## config.mk

```make
export PLATFORM = sky130hd
export DESIGN_NAME = balanced_base5_encoder_top
export DESIGN_NICKNAME = d
export VERILOG_FILES = /design/src/design/bb5_pkg.sv /design/src/design/bb5_front.sv /design/src/design/bb5_queue.sv /design/src/design/bb5_back.sv /design/src/design/balanced_base5_encoder_top.sv
export SDC_FILE = /design/constraint.sdc
export NUM_CORES = 1
export LEC_CHECK = 0
export BUFFER_PORTS_ARGS = -buffer_cell sky130_fd_sc_hd__buf_2
export CORE_ASPECT_RATIO = 0.75
export CORE_MARGIN = 2
export CORE_UTILIZATION = 55
export CTS_CLUSTER_DIAMETER = 30
export DETAILED_ROUTE_END_ITERATION = 12
export PLACE_DENSITY = 0.72
export SYNTH_ARGS = -nofsm -noshare
export SYNTH_HDL_FRONTEND = slang
export SYNTH_SLANG_ARGS = --single-unit
```

## constraint.sdc

```tcl
create_clock -name clk -period 25.3 [get_ports clk]
set_input_delay 3.795 -clock clk [delete_from_list [all_inputs] [get_ports clk]]
set_output_delay 3.795 -clock clk [all_outputs]
set_load 0.1 [all_outputs]
```

## src/design/bb5_pkg.sv

```systemverilog
// Shared types, constants and helper functions of the balanced base 5 encoder.
// No dependencies; every other design file imports this package.
`default_nettype none

package bb5_pkg;

	localparam int IN_BITS          = 64;
	localparam int DEF_VALUE_BITS   = 64;
	localparam int DEF_MAX_DIGITS   = 28;
	localparam int SLICE_BITS       = 8;
	localparam int QUEUE_DEPTH      = 2;

	localparam logic [2:0] RADIX     = 3'd5;
	localparam logic [2:0] CARRY_MIN = 3'd3;

	localparam logic [2:0] DIG_M2 = 3'b110;
	localparam logic [2:0] DIG_M1 = 3'b111;
	localparam logic [2:0] DIG_0  = 3'b000;
	localparam logic [2:0] DIG_P1 = 3'b001;
	localparam logic [2:0] DIG_P2 = 3'b010;

	localparam logic [6:0] CHAR_M2   = 7'h3D;
	localparam logic [6:0] CHAR_M1   = 7'h2D;
	localparam logic [6:0] CHAR_0    = 7'h30;
	localparam logic [6:0] CHAR_P1   = 7'h31;
	localparam logic [6:0] CHAR_P2   = 7'h32;
	localparam logic [6:0] CHAR_NONE = 7'h00;

	typedef struct packed {
		logic valid;
		logic none;
	} bb5_tag_t;

	function automatic logic [SLICE_BITS+2:0] div5_slice(input logic [2:0] rem_in,
			input logic [SLICE_BITS-1:0] bits);
		logic [3:0] acc;
		logic [2:0] r;
		logic [SLICE_BITS-1:0] q;
		r = rem_in;
		q = '0;
		for (int i = SLICE_BITS - 1; i >= 0; i--) begin
			acc = {r, bits[i]};
			if (acc >= {1'b0, RADIX}) begin
				q[i] = 1'b1;
				acc  = acc - {1'b0, RADIX};
			end else begin
				q[i] = 1'b0;
			end
			r = acc[2:0];
		end
		return {r, q};
	endfunction

	function automatic logic [6:0] char_of_digit(input logic [2:0] d);
		logic [6:0] c;
		unique case (d)
			DIG_M2:  c = CHAR_M2;
			DIG_M1:  c = CHAR_M1;
			DIG_0:   c = CHAR_0;
			DIG_P1:  c = CHAR_P1;
			DIG_P2:  c = CHAR_P2;
			default: c = CHAR_0;
		endcase
		return c;
	endfunction

endpackage

`default_nettype wire

```

## src/design/bb5_front.sv

```systemverilog
// Front stage: takes commands, masks the value and flags zero or negative input.
// Depends on bb5_pkg; feeds bb5_queue.
`default_nettype none

module bb5_front
	import bb5_pkg::*;
#(
	parameter int VALUE_BITS = DEF_VALUE_BITS
) (
	input  wire logic                  clk,
	input  wire logic                  arst_n,
	input  wire logic                  start,
	output logic                       busy,
	input  wire logic [IN_BITS-1:0]    value,
	input  wire logic                  queue_full,
	output bb5_tag_t                   push_tag,
	output logic [VALUE_BITS-1:0]      push_value
);

	logic                  valid_s1;
	logic                  none_s1;
	logic [VALUE_BITS-1:0] value_s1;
	logic                  accept;
	logic                  push;
	logic [VALUE_BITS-1:0] raw;

	assign raw    = value[VALUE_BITS-1:0];
	assign push   = valid_s1 && !queue_full;
	assign busy   = valid_s1 && queue_full;
	assign accept = start && !busy;

	always_ff @(posedge clk or negedge arst_n) begin
		if (!arst_n) begin
			valid_s1 <= 1'b0;
		end else if (accept) begin
			valid_s1 <= 1'b1;
		end else if (push) begin
			valid_s1 <= 1'b0;
		end
	end

	always_ff @(posedge clk) begin
		if (accept) begin
			value_s1 <= raw;
			none_s1  <= raw[VALUE_BITS-1] || (raw == '0);
		end
	end

	assign push_tag.valid = push;
	assign push_tag.none  = none_s1;
	assign push_value     = value_s1;

endmodule

`default_nettype wire

```

## src/design/bb5_queue.sv

```systemverilog
// Two-entry queue between the front stage and the digit engine.
// Depends on bb5_pkg.
`default_nettype none

module bb5_queue
	import bb5_pkg::*;
#(
	parameter int VALUE_BITS = DEF_VALUE_BITS
) (
	input  wire logic                  clk,
	input  wire logic                  arst_n,
	input  wire bb5_tag_t              push_tag,
	input  wire logic [VALUE_BITS-1:0] push_value,
	output logic                       full,
	input  wire logic                  pop,
	output bb5_tag_t                   pop_tag,
	output logic [VALUE_BITS-1:0]      pop_value
);

	logic [VALUE_BITS-1:0] value_q [QUEUE_DEPTH];
	logic                  none_q  [QUEUE_DEPTH];
	logic                  wr_ptr_q;
	logic                  rd_ptr_q;
	logic [1:0]            count_q;
	logic                  do_push;
	logic                  do_pop;

	assign full    = (count_q == 2'(QUEUE_DEPTH));
	assign do_push = push_tag.valid && !full;
	assign do_pop  = pop && (count_q != 2'd0);

	always_ff @(posedge clk or negedge arst_n) begin
		if (!arst_n) begin
			wr_ptr_q <= 1'b0;
			rd_ptr_q <= 1'b0;
			count_q  <= 2'd0;
		end else begin
			if (do_push) begin
				wr_ptr_q <= ~wr_ptr_q;
			end
			if (do_pop) begin
				rd_ptr_q <= ~rd_ptr_q;
			end
			count_q <= count_q + 2'(do_push) - 2'(do_pop);
		end
	end

	always_ff @(posedge clk) begin
		if (do_push) begin
			value_q[wr_ptr_q] <= push_value;
			none_q[wr_ptr_q]  <= push_tag.none;
		end
	end

	assign pop_tag.valid = (count_q != 2'd0);
	assign pop_tag.none  = none_q[rd_ptr_q];
	assign pop_value     = value_q[rd_ptr_q];

endmodule

`default_nettype wire

```

## src/design/bb5_back.sv

```systemverilog
// Digit engine: divides by 5 one slice per cycle, stores digits, emits them
// most significant first. Depends on bb5_pkg; drains bb5_queue.
`default_nettype none

module bb5_back
	import bb5_pkg::*;
#(
	parameter int VALUE_BITS = DEF_VALUE_BITS,
	parameter int MAX_DIGITS = DEF_MAX_DIGITS
) (
	input  wire logic                  clk,
	input  wire logic                  arst_n,
	input  wire bb5_tag_t              pop_tag,
	input  wire logic [VALUE_BITS-1:0] pop_value,
	output logic                       pop,
	output logic                       strobe,
	output logic [6:0]                 digit_char,
	output logic signed [2:0]          digit_value,
	output logic                       last_digit,
	output logic                       no_digits
);

	localparam int CHUNKS = (VALUE_BITS + SLICE_BITS - 1) / SLICE_BITS;
	localparam int PAD    = CHUNKS * SLICE_BITS;
	localparam int CHK_W  = (CHUNKS > 1) ? $clog2(CHUNKS) : 1;
	localparam int CNT_W  = $clog2(MAX_DIGITS + 1);
	localparam int IDX_W  = $clog2(MAX_DIGITS);

	localparam logic [1:0] ST_IDLE = 2'd0;
	localparam logic [1:0] ST_DIV  = 2'd1;
	localparam logic [1:0] ST_FIX  = 2'd2;
	localparam logic [1:0] ST_EMIT = 2'd3;

	logic [1:0]            state_q;
	logic [PAD-1:0]        work_q;
	logic [2:0]            rem_q;
	logic [CHK_W-1:0]      chunk_q;
	logic [CNT_W-1:0]      cnt_q;
	logic [IDX_W-1:0]      idx_q;
	logic [2:0]            digit_store [MAX_DIGITS];

	logic [SLICE_BITS+2:0] slice;
	logic                  carry;
	logic [2:0]            digit;
	logic [PAD-1:0]        quot;
	logic                  run_done;

	assign pop      = (state_q == ST_IDLE) && pop_tag.valid;
	assign slice    = div5_slice(rem_q, work_q[PAD-1 -: SLICE_BITS]);
	assign carry    = (rem_q >= CARRY_MIN);
	assign digit    = carry ? 3'(rem_q - RADIX) : rem_q;
	assign quot     = work_q + PAD'(carry);
	assign run_done = (quot == '0) || (cnt_q + CNT_W'(1) == CNT_W'(MAX_DIGITS));

	always_ff @(posedge clk or negedge arst_n) begin
		if (!arst_n) begin
			state_q <= ST_IDLE;
			strobe  <= 1'b0;
		end else begin
			strobe <= 1'b0;
			unique case (state_q)
				ST_IDLE: begin
					if (pop) begin
						if (pop_tag.none) begin
							strobe <= 1'b1;
						end else begin
							state_q <= ST_DIV;
						end
					end
				end
				ST_DIV: begin
					if (chunk_q == CHK_W'(CHUNKS - 1)) begin
						state_q <= ST_FIX;
					end
				end
				ST_FIX: begin
					state_q <= run_done ? ST_EMIT : ST_DIV;
				end
				ST_EMIT: begin
					strobe <= 1'b1;
					if (idx_q == '0) begin
						state_q <= ST_IDLE;
					end
				end
				default: state_q <= ST_IDLE;
			endcase
		end
	end

	always_ff @(posedge clk) begin
		unique case (state_q)
			ST_IDLE: begin
				work_q      <= PAD'(pop_value);
				rem_q       <= 3'd0;
				chunk_q     <= '0;
				cnt_q       <= '0;
				digit_char  <= CHAR_NONE;
				digit_value <= DIG_0;
				last_digit  <= 1'b1;
				no_digits   <= 1'b1;
			end
			ST_DIV: begin
				work_q  <= (work_q << SLICE_BITS) | PAD'(slice[SLICE_BITS-1:0]);
				rem_q   <= slice[SLICE_BITS+2 -: 3];
				chunk_q <= chunk_q + CHK_W'(1);
			end
			ST_FIX: begin
				digit_store[cnt_q[IDX_W-1:0]] <= digit;
				work_q  <= quot;
				rem_q   <= 3'd0;
				chunk_q <= '0;
				cnt_q   <= cnt_q + CNT_W'(1);
				idx_q   <= cnt_q[IDX_W-1:0];
			end
			ST_EMIT: begin
				digit_char  <= char_of_digit(digit_store[idx_q]);
				digit_value <= digit_store[idx_q];
				last_digit  <= (idx_q == '0);
				no_digits   <= 1'b0;
				idx_q       <= idx_q - IDX_W'(1);
			end
			default: begin
				rem_q <= 3'd0;
			end
		endcase
	end

endmodule

`default_nettype wire

```

## src/design/balanced_base5_encoder_top.sv

```systemverilog
// Balanced base 5 encoder top level: front stage, two-entry queue, digit engine.
// Depends on bb5_pkg, bb5_front, bb5_queue and bb5_back.
// Path: start is registered in the front stage, held in the queue and popped by the digit engine,
// which runs ST_DIV then ST_FIX for each digit and then ST_EMIT; results follow on consecutive cycles.
// Zero or negative input: one result. The engine takes a new item only once it is idle again,
// and its divide-by-5 unit retires one 8-bit slice per cycle while in ST_DIV.
// Reset: arst_n clears all control state asynchronously; the receiver cannot stall.
`default_nettype none

module balanced_base5_encoder_top
	import bb5_pkg::*;
#(
	parameter int VALUE_BITS = DEF_VALUE_BITS,
	parameter int MAX_DIGITS = DEF_MAX_DIGITS
) (
	input  wire logic               clk,
	input  wire logic               arst_n,
	input  wire logic               start,
	output logic                    busy,
	input  wire logic [IN_BITS-1:0] value,
	output logic                    strobe,
	output logic [6:0]              digit_char,
	output logic signed [2:0]       digit_value,
	output logic                    last_digit,
	output logic                    no_digits
);

	bb5_tag_t              push_tag;
	bb5_tag_t              pop_tag;
	logic [VALUE_BITS-1:0] push_value;
	logic [VALUE_BITS-1:0] pop_value;
	logic                  queue_full;
	logic                  pop;

	bb5_front #(
		.VALUE_BITS(VALUE_BITS)
	) u_front (
		.clk       (clk),
		.arst_n    (arst_n),
		.start     (start),
		.busy      (busy),
		.value     (value),
		.queue_full(queue_full),
		.push_tag  (push_tag),
		.push_value(push_value)
	);

	bb5_queue #(
		.VALUE_BITS(VALUE_BITS)
	) u_queue (
		.clk       (clk),
		.arst_n    (arst_n),
		.push_tag  (push_tag),
		.push_value(push_value),
		.full      (queue_full),
		.pop       (pop),
		.pop_tag   (pop_tag),
		.pop_value (pop_value)
	);

	bb5_back #(
		.VALUE_BITS(VALUE_BITS),
		.MAX_DIGITS(MAX_DIGITS)
	) u_back (
		.clk        (clk),
		.arst_n     (arst_n),
		.pop_tag    (pop_tag),
		.pop_value  (pop_value),
		.pop        (pop),
		.strobe     (strobe),
		.digit_char (digit_char),
		.digit_value(digit_value),
		.last_digit (last_digit),
		.no_digits  (no_digits)
	);

	a_none_shape: assert property (@(posedge clk) disable iff (!arst_n)
		strobe && no_digits |-> last_digit && digit_value == 3'sd0 && digit_char == CHAR_NONE)
		else $error("empty result malformed");

	a_digit_range: assert property (@(posedge clk) disable iff (!arst_n)
		strobe && !no_digits |-> digit_value >= -3'sd2 && digit_value <= 3'sd2)
		else $error("digit out of range");

	a_char_match: assert property (@(posedge clk) disable iff (!arst_n)
		strobe && !no_digits |-> digit_char == char_of_digit(digit_value))
		else $error("digit character mismatch");

	a_run_contiguous: assert property (@(posedge clk) disable iff (!arst_n)
		strobe && !no_digits && !last_digit |=> strobe && !no_digits)
		else $error("digit run broken");

endmodule

`default_nettype wire
```

=== After elaboration in Yosys (flattened, before gate mapping) ===
Memories as Yosys holds them, arrays and structs flattened. A register that Yosys moved wholly into a read port is not among the register bits.
Cells that the tools add are included.

* Shift-type cells: 0
* Add/sub/neg operators: 15
* $lt $le $gt $ge: 9
* Reduce and logical (&&, ||, !) cells: 23
* Divide/modulo/power cells: 0
* Bitwise operators: 3
* Mux-type cells: 43
* Multipliers: 0
* Equal/unequal tests: 14

{| class="wikitable"
|+ Operator list
! cell !! count
|-
| case mux 64 bit (3 select lines) || 1
|-
| zero test 64 bit || 2
|-
| adder 64 x 1 -> 64 bit || 1
|-
| OR 64 x 8 -> 64 bit || 1
|-
| greater-or-equal comparator 4 x 3 -> 1 bit, second input constant || 8
|-
| 2-to-1 mux 3 bit || 9
|-
| subtractor 3 bit, second input constant || 9
|-
| case mux 5 bit (2 select lines) || 2
|-
| case mux 5 bit (4 select lines) || 1
|-
| case mux 3 bit (2 select lines) || 3
|-
| 2-to-1 mux 1 bit || 16
|-
| case mux 7 bit (2 select lines) || 1
|-
| nonzero test 2 bit || 6
|-
| 2-to-1 mux 2 bit || 5
|-
| == test 3 bit, second input constant || 3
|-
| case mux 2 bit (4 select lines) || 1
|-
| == test 2 bit, second input constant || 3
|-
| logical AND 1 bit || 6
|-
| case mux 1 bit (2 select lines) || 3
|-
| adder 5 x 1 -> 5 bit, second input constant || 1
|-
| == test 5 bit, second input constant || 1
|-
| zero test 5 bit || 1
|-
| 2-to-1 mux 5 bit || 1
|-
| subtractor 5 x 1 -> 5 bit, second input constant || 1
|-
| other kinds (16) || 21
|}

* Register bits: 165
* ROM bits: 0
* Bits in latches: 0
* Bits in writable memories: 214
* Output and inout port bits: 14
* Memories: 3

{| class="wikitable"
|+ Memories
! name !! depth !! bits a word !! read ports !! clocked after Yosys merged registers in !! wr ports !! RTL line !! RTL
|-
| u_queue.value_q || 2 || 64 || 1 || 0 || 1 || bb5_queue.sv:20 || <nowiki>logic [VALUE_BITS-1:0] value_q [QUEUE_DEPTH];</nowiki>
|-
| u_back.digit_store || 28 || 3 || 1 || 1 || 1 || bb5_back.sv:40 || <nowiki>logic [2:0] digit_store [MAX_DIGITS];</nowiki>
|-
| u_queue.none_q || 2 || 1 || 1 || 0 || 1 || bb5_queue.sv:21 || <nowiki>logic none_q [QUEUE_DEPTH];</nowiki>
|}

=== Logic depth before layout (Yosys ltp) ===
Gate-level depths: netlist (run 1).

* Depth in word-level cells: 18
* Gate-level depth with buffers: 50

=== By module ===
From an unflattened synthesis (run 1), not the netlist that was laid out.

* Cell total of the unflattened synthesis: 1320
* Area total of the unflattened synthesis: 17976.0 µm²

{| class="wikitable"
|+ Modules (own cells, without submodules)
! module !! instances !! seq. area each (µm²) !! cells an instance !! area each (µm²)
|-
| bb5_back || 1 || 5400.2 || 1006 || 10742.8
|-
| bb5_queue || 1 || 4003.8 || 220 || 5052.3
|-
| bb5_front || 1 || 1976.9 || 94 || 2180.8
|}

=== Worst setup path after synthesis (run 1) ===
Ideal clock, no wire load.

* Path type: flip-flop to flip-flop
* Start point: reg u_back.rem_q[0]
* End point: reg u_back.work_q[0] (data pin)
* Clock period less this slack: 9.142 ns
* Setup time: 0.255 ns
* Cell stages (with the launch flop): 51
* Required time: 25.045 ns
* Path slack: 16.158 ns
* Arrival time: 8.887 ns
* Path buffers: 0
* Cells stage by stage: edfxtp_1 inv_1 ha_1 nand2b_1 a21oi_1 xnor2_1 ha_1 nand2b_1 a21boi_0 a21oi_1 xnor2_1 ha_1 nor2b_1 nand3_1 o211ai_1 nand2_1 ha_1 nor2b_1 [15 not listed] nor2_1 a21oi_1 o21bai_1 xnor2_1 ha_1 nor2b_1 nor2_1 o21ai_0 a21boi_0 a221o_1 or2_2 xnor2_1 ha_1 nor2b_1 nor2_1 o21a_1 or3_4 a31o_1

* Cells in the longest elaborated chain, start to end: 18
* Elaborated cells on any way between the ends: 27
* Classes of those cells: 8 x add/sub; 9 x order compare; 9 x mux; 1 x bitwise

{| class="wikitable"
|+ RTL lines
! what !! RTL line !! RTL
|-
| from (decl) || bb5_back.sv:36 || <nowiki>logic [2:0] rem_q;</nowiki>
|-
| from (signal assigned) || bb5_back.sv:104 || <nowiki>rem_q <= slice[SLICE_BITS+2 -: 3];</nowiki>
|-
| greater-or-equal comparator 4 x 3 -> 1 bit / subtractor 3 bit (equally long branches) || bb5_pkg.sv:43, bb5_pkg.sv:45 ||
|-
| 2-to-1 mux 3 bit || bb5_pkg.sv:43 || <nowiki>if (acc >= {1'b0, RADIX}) begin</nowiki>
|-
| greater-or-equal comparator 4 x 3 -> 1 bit / subtractor 3 bit (equally long branches) || bb5_pkg.sv:43, bb5_pkg.sv:45 ||
|-
| 2-to-1 mux 3 bit || bb5_pkg.sv:43 ||
|-
| greater-or-equal comparator 4 x 3 -> 1 bit / subtractor 3 bit (equally long branches) || bb5_pkg.sv:43, bb5_pkg.sv:45 ||
|-
| 2-to-1 mux 3 bit || bb5_pkg.sv:43 ||
|-
| greater-or-equal comparator 4 x 3 -> 1 bit / subtractor 3 bit (equally long branches) || bb5_pkg.sv:43, bb5_pkg.sv:45 ||
|-
| 2-to-1 mux 3 bit || bb5_pkg.sv:43 ||
|-
| [2 not listed] || - ||
|-
| greater-or-equal comparator 4 x 3 -> 1 bit / subtractor 3 bit (equally long branches) || bb5_pkg.sv:43, bb5_pkg.sv:45 ||
|-
| 2-to-1 mux 3 bit || bb5_pkg.sv:43 ||
|-
| greater-or-equal comparator 4 x 3 -> 1 bit / subtractor 3 bit (equally long branches) || bb5_pkg.sv:43, bb5_pkg.sv:45 ||
|-
| 2-to-1 mux 3 bit || bb5_pkg.sv:43 ||
|-
| greater-or-equal comparator 4 x 3 -> 1 bit || bb5_pkg.sv:43 ||
|-
| 2-to-1 mux 1 bit || bb5_pkg.sv:43 ||
|-
| OR 64 x 8 -> 64 bit || bb5_back.sv:103 || <nowiki>work_q <= (work_q << SLICE_BITS) | PAD'(slice[SLICE_BITS-1:0]);</nowiki>
|-
| case mux 64 bit (3 select lines) * || bb5_back.sv:91 || <nowiki>unique case (state_q)</nowiki>
|-
| to (signal assigned) || bb5_back.sv:93 || <nowiki>work_q <= PAD'(pop_value);</nowiki>
|-
| to (signal assigned) || bb5_back.sv:103 ||
|-
| to (signal assigned) || bb5_back.sv:109 || <nowiki>work_q <= quot;</nowiki>
|-
| to (decl) || bb5_back.sv:35 || <nowiki>logic [PAD-1:0] work_q;</nowiki>
|}

Mark *: on every way between the ends. The rest lies on a longest branch, timed or not.
A chain may end at the register's enable or synchronous reset.

=== Worst setup path after layout (run 1) ===
Ends and elaborated chain as after synthesis.

==> results by group, run 1 <==
Setup path
  • R2R Path End: u_back.work_q[0]
  • CP Capture Type: flop
  • CP Launch Type: flop
  • Crit path capture: u_back.work_q[0]
  • Most used cell, CP: ha_1
  • Worst Path Arrival: 11400 ps
  • Slowest stage cell, crit path: edfxtp_1
  • CP startpoint: u_back.rem_q[0]
  • CP max stage delay: 500 ps
  • CP Class: flop to flop
  • Worst reg2reg path depth: 50
  • Reg-to-reg slack, setup: 14240 ps
  • Critical Path Fanout Max: 8
  • Worst Path Required: 25630 ps
  • RR Startpoint: u_back.rem_q[0]

Timing
  • Unrepaired setup endpoints after global routing: no
  • Final min period: 11070 ps
  • Clock Skews: 24.0 ps
  • Slew @ Worst Pin: 1020 ps
  • Slew Limit Fails: 0
  • Fin Hold WS: 442 ps
  • TNS Setup: 0 ps
  • Max-slew headroom: 0.322
  • Final Hold Viols: 0
  • Tcrit/Tclk final: 0.437
  • Fmax: 0.0904 GHz
  • Setup violations, final: 0
  • PnR worst setup slack: 14240 ps

Synth
  • Synth cell count leaders: edfxtp_1, nor2_1, a21oi_1
  • Post-synthesis adder-cell area fraction: 0.0253
  • Flops & latches, synth: 382
  • Compound-Gate Fraction of Synth Area: 0.0852
  • XOR/XNOR share of the synthesized area: 0.0409
  • Main combinational cell family by area after synthesis: simple AND/OR/NAND/NOR gates
  • Syn avg cell area: 13.6 µm²
  • Asr flop ratio synth: 0.0209
  • Ys Warns: 0
  • Cell variety after synth: 71
  • Area share of the largest cell type after synthesis: 0.623
  • Cell count after synthesis: 1307
  • Mapped Area: 17800 µm²
  • Most common cell in the netlist: edfxtp_1
  • Syn_nets: 1410
  • Simple-gate share of the synthesized area: 0.103
  • Post-synth EDFFs: 369
  • Ys flop type: edfxtp_1
  • Largest cells by area after synthesis: edfxtp_1, mux2i_1, mux4_2
  • Mux cell area share after synthesis: 0.0826
  • Register area share after synthesis: 0.640
  • Yosys top cell by area: edfxtp_1

Outcome
  • Status: complete, no violations

Placed design
  • IO buf count: 79
  • Placement Setup Slack: 14520 ps
  • Final HPWL DP: 26100 µm
  • RePlAce Congestion: 0.910
  • DP Area: 18600 µm²

Drt
  • Initial DRC Count: 1178
  • Drt wl/cell: 21.0 µm
  • Via Count: 11.4k
  • DRT Pass-1 Iters: 6
  • Final wirelength: 39000 µm
  • # DRC: 0
  • Final ANT Viol Nets: 0
  • Vias/cell: 6.13

GRT
  • Largest net degree at the start of global routing: 90
  • GR Overflow Total: 0
  • First-pass GRT wire length: 61200 µm
  • Vias in the first global route: 10.9k
  • Initial antenna violation count: 0
  • Gr usage total: 0.233

Clock tree
  • H-tree levels: 2
  • Clk sinks: 382
  • Worst-skew pair later-pin latency: 600 ps
  • Cts hold-fix bufs: 0
  • Clk root buf: clkbuf_16
  • CTS Buf Count: 61
  • Max Root-Sink Buffers: 3
  • CTS resizes: 0
  • CTS tree: yes
  • Reg clk slew, reported paths: 60 ps
  • Setup repair bufs after CTS: 0

Floorplan
  • Num ports: 81
  • Site Rows: 57
  • Placeable Area: 32100 µm²
  • Die Y: 160 µm
  • Die ar.: 33800 µm²
  • Initial Utilization: 0.554
  • Chip width: 212 µm

Hold path
  • Worst hold path class: flop to flop

Finish
  • Synthesis-to-layout area growth: 16.4%
  • Antenna Cells: 0
  • Fillers: 2312
  • Design Area, Final: 20700 µm²
  • FF+latch area: 11400 µm²
  • Share of cells above drive strength 1: 0.184
  • Number of nets in the layout: 1496
  • Area of the multi-input gates: 6010 µm²

Flow run
  • Max_cap viols: 0
per-layer routing:
layer  wire [µm]  track usage
met1       17800        0.354
met5           0            0
met3        3410       0.0529
met2       17300        0.345
met4         512       0.0551
per-stage QoR:
step                      utilization  std cells
after floorplan                     -       1307
after global placement          0.578       1743
after detailed placement        0.578       1743
after CTS                       0.646       1858
after global routing            0.646       1858
final                           0.646       1858
worst min path at each step:
stage,start,to,slack (ps),cells past startpoint
after detailed placement,u_front.push_value[31],u_queue.value_q[1][31],430,0
after global placement,u_front.push_value[53],u_queue.value_q[0][53],420,0
after global routing,u_front.push_value[20],u_queue.value_q[0][20],450,0
final,u_front.push_value[31],u_queue.value_q[1][31],440,0
after CTS,u_front.push_value[31],u_queue.value_q[1][31],440,0
after floorplan,u_front.none_s1,u_queue.none_q[0],420,0
area by class of cell:
type / count / area share
multi-input cells: 817 / 0.290
flip-flops and latches: 382 / 0.550
clock inverters: 51 / 0.0292
clock buffers: 64 / 0.0753
inverters: 39 / 0.00713
repair buffers: 92 / 0.0238
well taps: 413 / 0.0249
kinds of logic after synthesis:
kind of cell | count (synthesis)
DFF | 382
and+or+nand+nor | 360
AOI/OAI and AO/OA | 225
muxes | 112
buffers and inverters | 108
xor gates and xnor gates | 83
adders and majority gates | 36
other | 1
critical path: cells and delay by family (launching register included):
family / cells / cell delay (ps)
AO/OA/AOI/OAI: 13 / 2350
XOR/XNOR: 6 / 1810
adder cells (fa/ha/maj): 8 / 2070
buffers and inverters: 3 / 390
flip-flops: 1 / 500
multiplexers: 2 / 450
AND/OR/NAND/NOR: 18 / 3220
registers in the layout, indices dropped and copies added, names as in the netlist, 5 cells and up, named ones only:
signal and cells:
u_back.cnt_q 5, u_queue.value_q 128, u_back.digit_char 5, u_back.idx_q 5
u_back.digit_store 84, u_back.work_q 64, u_front.push_value 64
cells in the final DEF, fill, tap and decap left out, types with 10 or more instances in the layout:
cell	netlist	final
edfxtp_1	369	369
nor2_1	84	83
a21oi_1	81	81
buf_2	1	79
mux2i_1	74	74
nand2_1	70	70
clkbuf_16	0	62
a221oi_1	57	57
xnor2_1	56	56
nand3_1	52	52
inv_1	37	36
ha_1	36	34
o21ai_0	30	29
xor2_1	27	27
nor4_1	24	24
mux4_2	24	24
nor3_1	23	23
and3_1	17	16
nand4_1	14	14
buf_4	2	13
and2_1	13	12
nand2b_1	11	11
inv_6	0	11
or2_2	10	10
mux2_2	10	10
Power of run 1 is left out: the tool's default activity adds up to more than one toggle a clock period on the data nets, which glitch-free logic cannot reach.
==> run 2: changes to the inputs <==
- PLACE_DENSITY: 0.72 -> 0.75
- clock period: 25.3 -> 10.1 ns (I/O delays scaled with it)
==> run 2 against run 1 <==
  * Wire length up 2.9%
  * Fmax up 16%
  * Register-to-register slack worse by 14000 ps
  * Critical path depth unchanged
  * First-iteration DRC count up 11%
  * Global-route usage up 0.80 points
  * Non-clock buffer count up 5
  * Clock skew up 4.5 ps
  * Critical endpoint unchanged
  * Highest routed layer unchanged
==> results by group, run 2 (synthesis gave the netlist of run 1 again) <==
Outcome
  • Status: complete, no violations

Floorplan
  • Chip width: 212 µm
  • Placeable Area: 32100 µm²
  • Num ports: 81
  • Initial Utilization: 0.554
  • Site Rows: 57
  • Die ar.: 33800 µm²
  • Die Y: 160 µm

Timing
  • Setup violations, final: 0
  • Max-slew headroom: 0.206
  • Fmax: 0.105 GHz
  • Final min period: 9570 ps
  • Slew Limit Fails: 0
  • Final Hold Viols: 0
  • Clock Skews: 28.4 ps
  • Tcrit/Tclk final: 0.947
  • Slew @ Worst Pin: 1190 ps

Setup path
  • CP max stage delay: 400 ps
  • Worst reg2reg path depth: 50
  • Reg-to-reg slack, setup: 530 ps
  • Crit. path cell count: 50
  • R2R Path End: u_back.work_q[0]
  • Worst Path Required: 10430 ps
  • CP Launch Type: flop
  • Critical Path Fanout Max: 5
  • Slowest stage cell, crit path: a221o_1
  • CP top delay family: simple AND/OR/NAND/NOR gates
  • CP Capture Type: flop
  • Worst path buffer plus inverter count: 3
  • Crit path capture: u_back.work_q[0]
  • CP startpoint: u_back.rem_q[0]
  • RR Startpoint: u_back.rem_q[0]
  • Worst Path Arrival: 9890 ps
  • CP Class: flop to flop

Finish
  • Antenna Cells: 0
  • Commonest non-fill, non-tap cells in the layout: edfxtp_1, nor2_1, buf_2, a21oi_1, mux2i_1
  • Final Non-Filler Cells: 1871
  • FF+latch area: 11400 µm²
  • Fillers: 2215
  • Synthesis-to-layout area growth: 18.3%
  • Fin util: 0.656
  • Design Area, Final: 21100 µm²
  • Area of the multi-input gates: 6120 µm²
  • Commonest non-fill, non-tap cell in the layout: edfxtp_1
  • Max reg flops: 128
  • Number of nets in the layout: 1507
  • Share of cells above drive strength 1: 0.208
  • Biggest register: u_queue.value_q

Clock tree
  • Worst-skew pair later-pin latency: 580 ps
  • Reg clk slew, reported paths: 50 ps
  • Clk sinks: 382
  • Max Root-Sink Buffers: 3
  • Clk root buf: clkbuf_16
  • H-tree levels: 3
  • CTS Buf Count: 67
  • CTS tree: yes
  • Cts hold-fix bufs: 0

Placed design
  • DP Area: 18600 µm²
  • RePlAce Congestion: 0.930
  • Inst Count DP: 1745
  • Final HPWL DP: 25700 µm
  • IO buf count: 79

Drt
  • Via Count: 11.7k
  • # DRC: 0
  • Drt wl/cell: 21.4 µm
  • DRT Pass-1 Iters: 6
  • Final ANT Viol Nets: 0
  • Vias/cell: 6.23
  • Initial DRC Count: 1312
  • Final wirelength: 40100 µm

GRT
  • Gr usage total: 0.241
  • Largest net degree at the start of global routing: 114
  • First-pass GRT wire length: 63200 µm
  • Initial antenna violation count: 0
  • GR Overflow Total: 0
  • Vias in the first global route: 11.4k

Flow run
  • Max_cap viols: 0

Hold path
  • Worst hold path class: flop to flop
==> run 2: cell type report <==
type                            count  area share
Clock buffer                       68      0.0798
Clock inverter                     55      0.0319
Inverter                           39     0.00701
Multi-Input combinational cell    817       0.291
Sequential cell                   382       0.541
Tap cell                          413      0.0245
Timing Repair Buffer               97      0.0252
==> run 2: worst min path at each step <==
stage | startpoint | endpoint | slack [ps] | depth (start not counted)
2_1_floorplan | u_front.none_s1 | u_queue.none_q[0] | 420 | 0
3_3_place_gp | u_front.push_value[17] | u_queue.value_q[0][17] | 420 | 0
3_5_place_dp | u_front.push_value[31] | u_queue.value_q[1][31] | 430 | 0
4_1_cts | u_front.push_value[23] | u_queue.value_q[0][23] | 440 | 0
5_1_grt | u_front.push_value[23] | u_queue.value_q[0][23] | 440 | 0
6_report | u_front.push_value[23] | u_queue.value_q[0][23] | 430 | 0
==> run 2: per-stage QoR <==
stage               hold slack, ps  worst slack (ps)  setup TNS, ps
floorplan                      421               958              0
global placement               423               323              0
finish                         434               531              0
global route                   443             -69.3          -75.8
CTS                            438              1.68              0
detailed placement             429              -360           -897
==> run 2: repair_timing <==
item | 4_1_cts | 5_1_grt
resized for setup | 5 | 21
setup buffers | 0 | 3
hold endpoints to repair | 0 | 0
endpoints found under the setup margin | 3 | 5
pin swaps | 0 | 4
==> run 2: routing by layer <==
| layer | share of wire | global-route usage | vias up |
|---|---|---|---|
| met2 | 0.46 | 0.356 | 588 |
| met1 | 0.43 | 0.360 | 5710 |
| met5 | 0 | 0 | - |
| met4 | 0.023 | 0.0829 | 0 |
| li1 | - | - | 5268 |
| met3 | 0.087 | 0.0490 | 85 |
Power of run 2 is left out for the same reason.
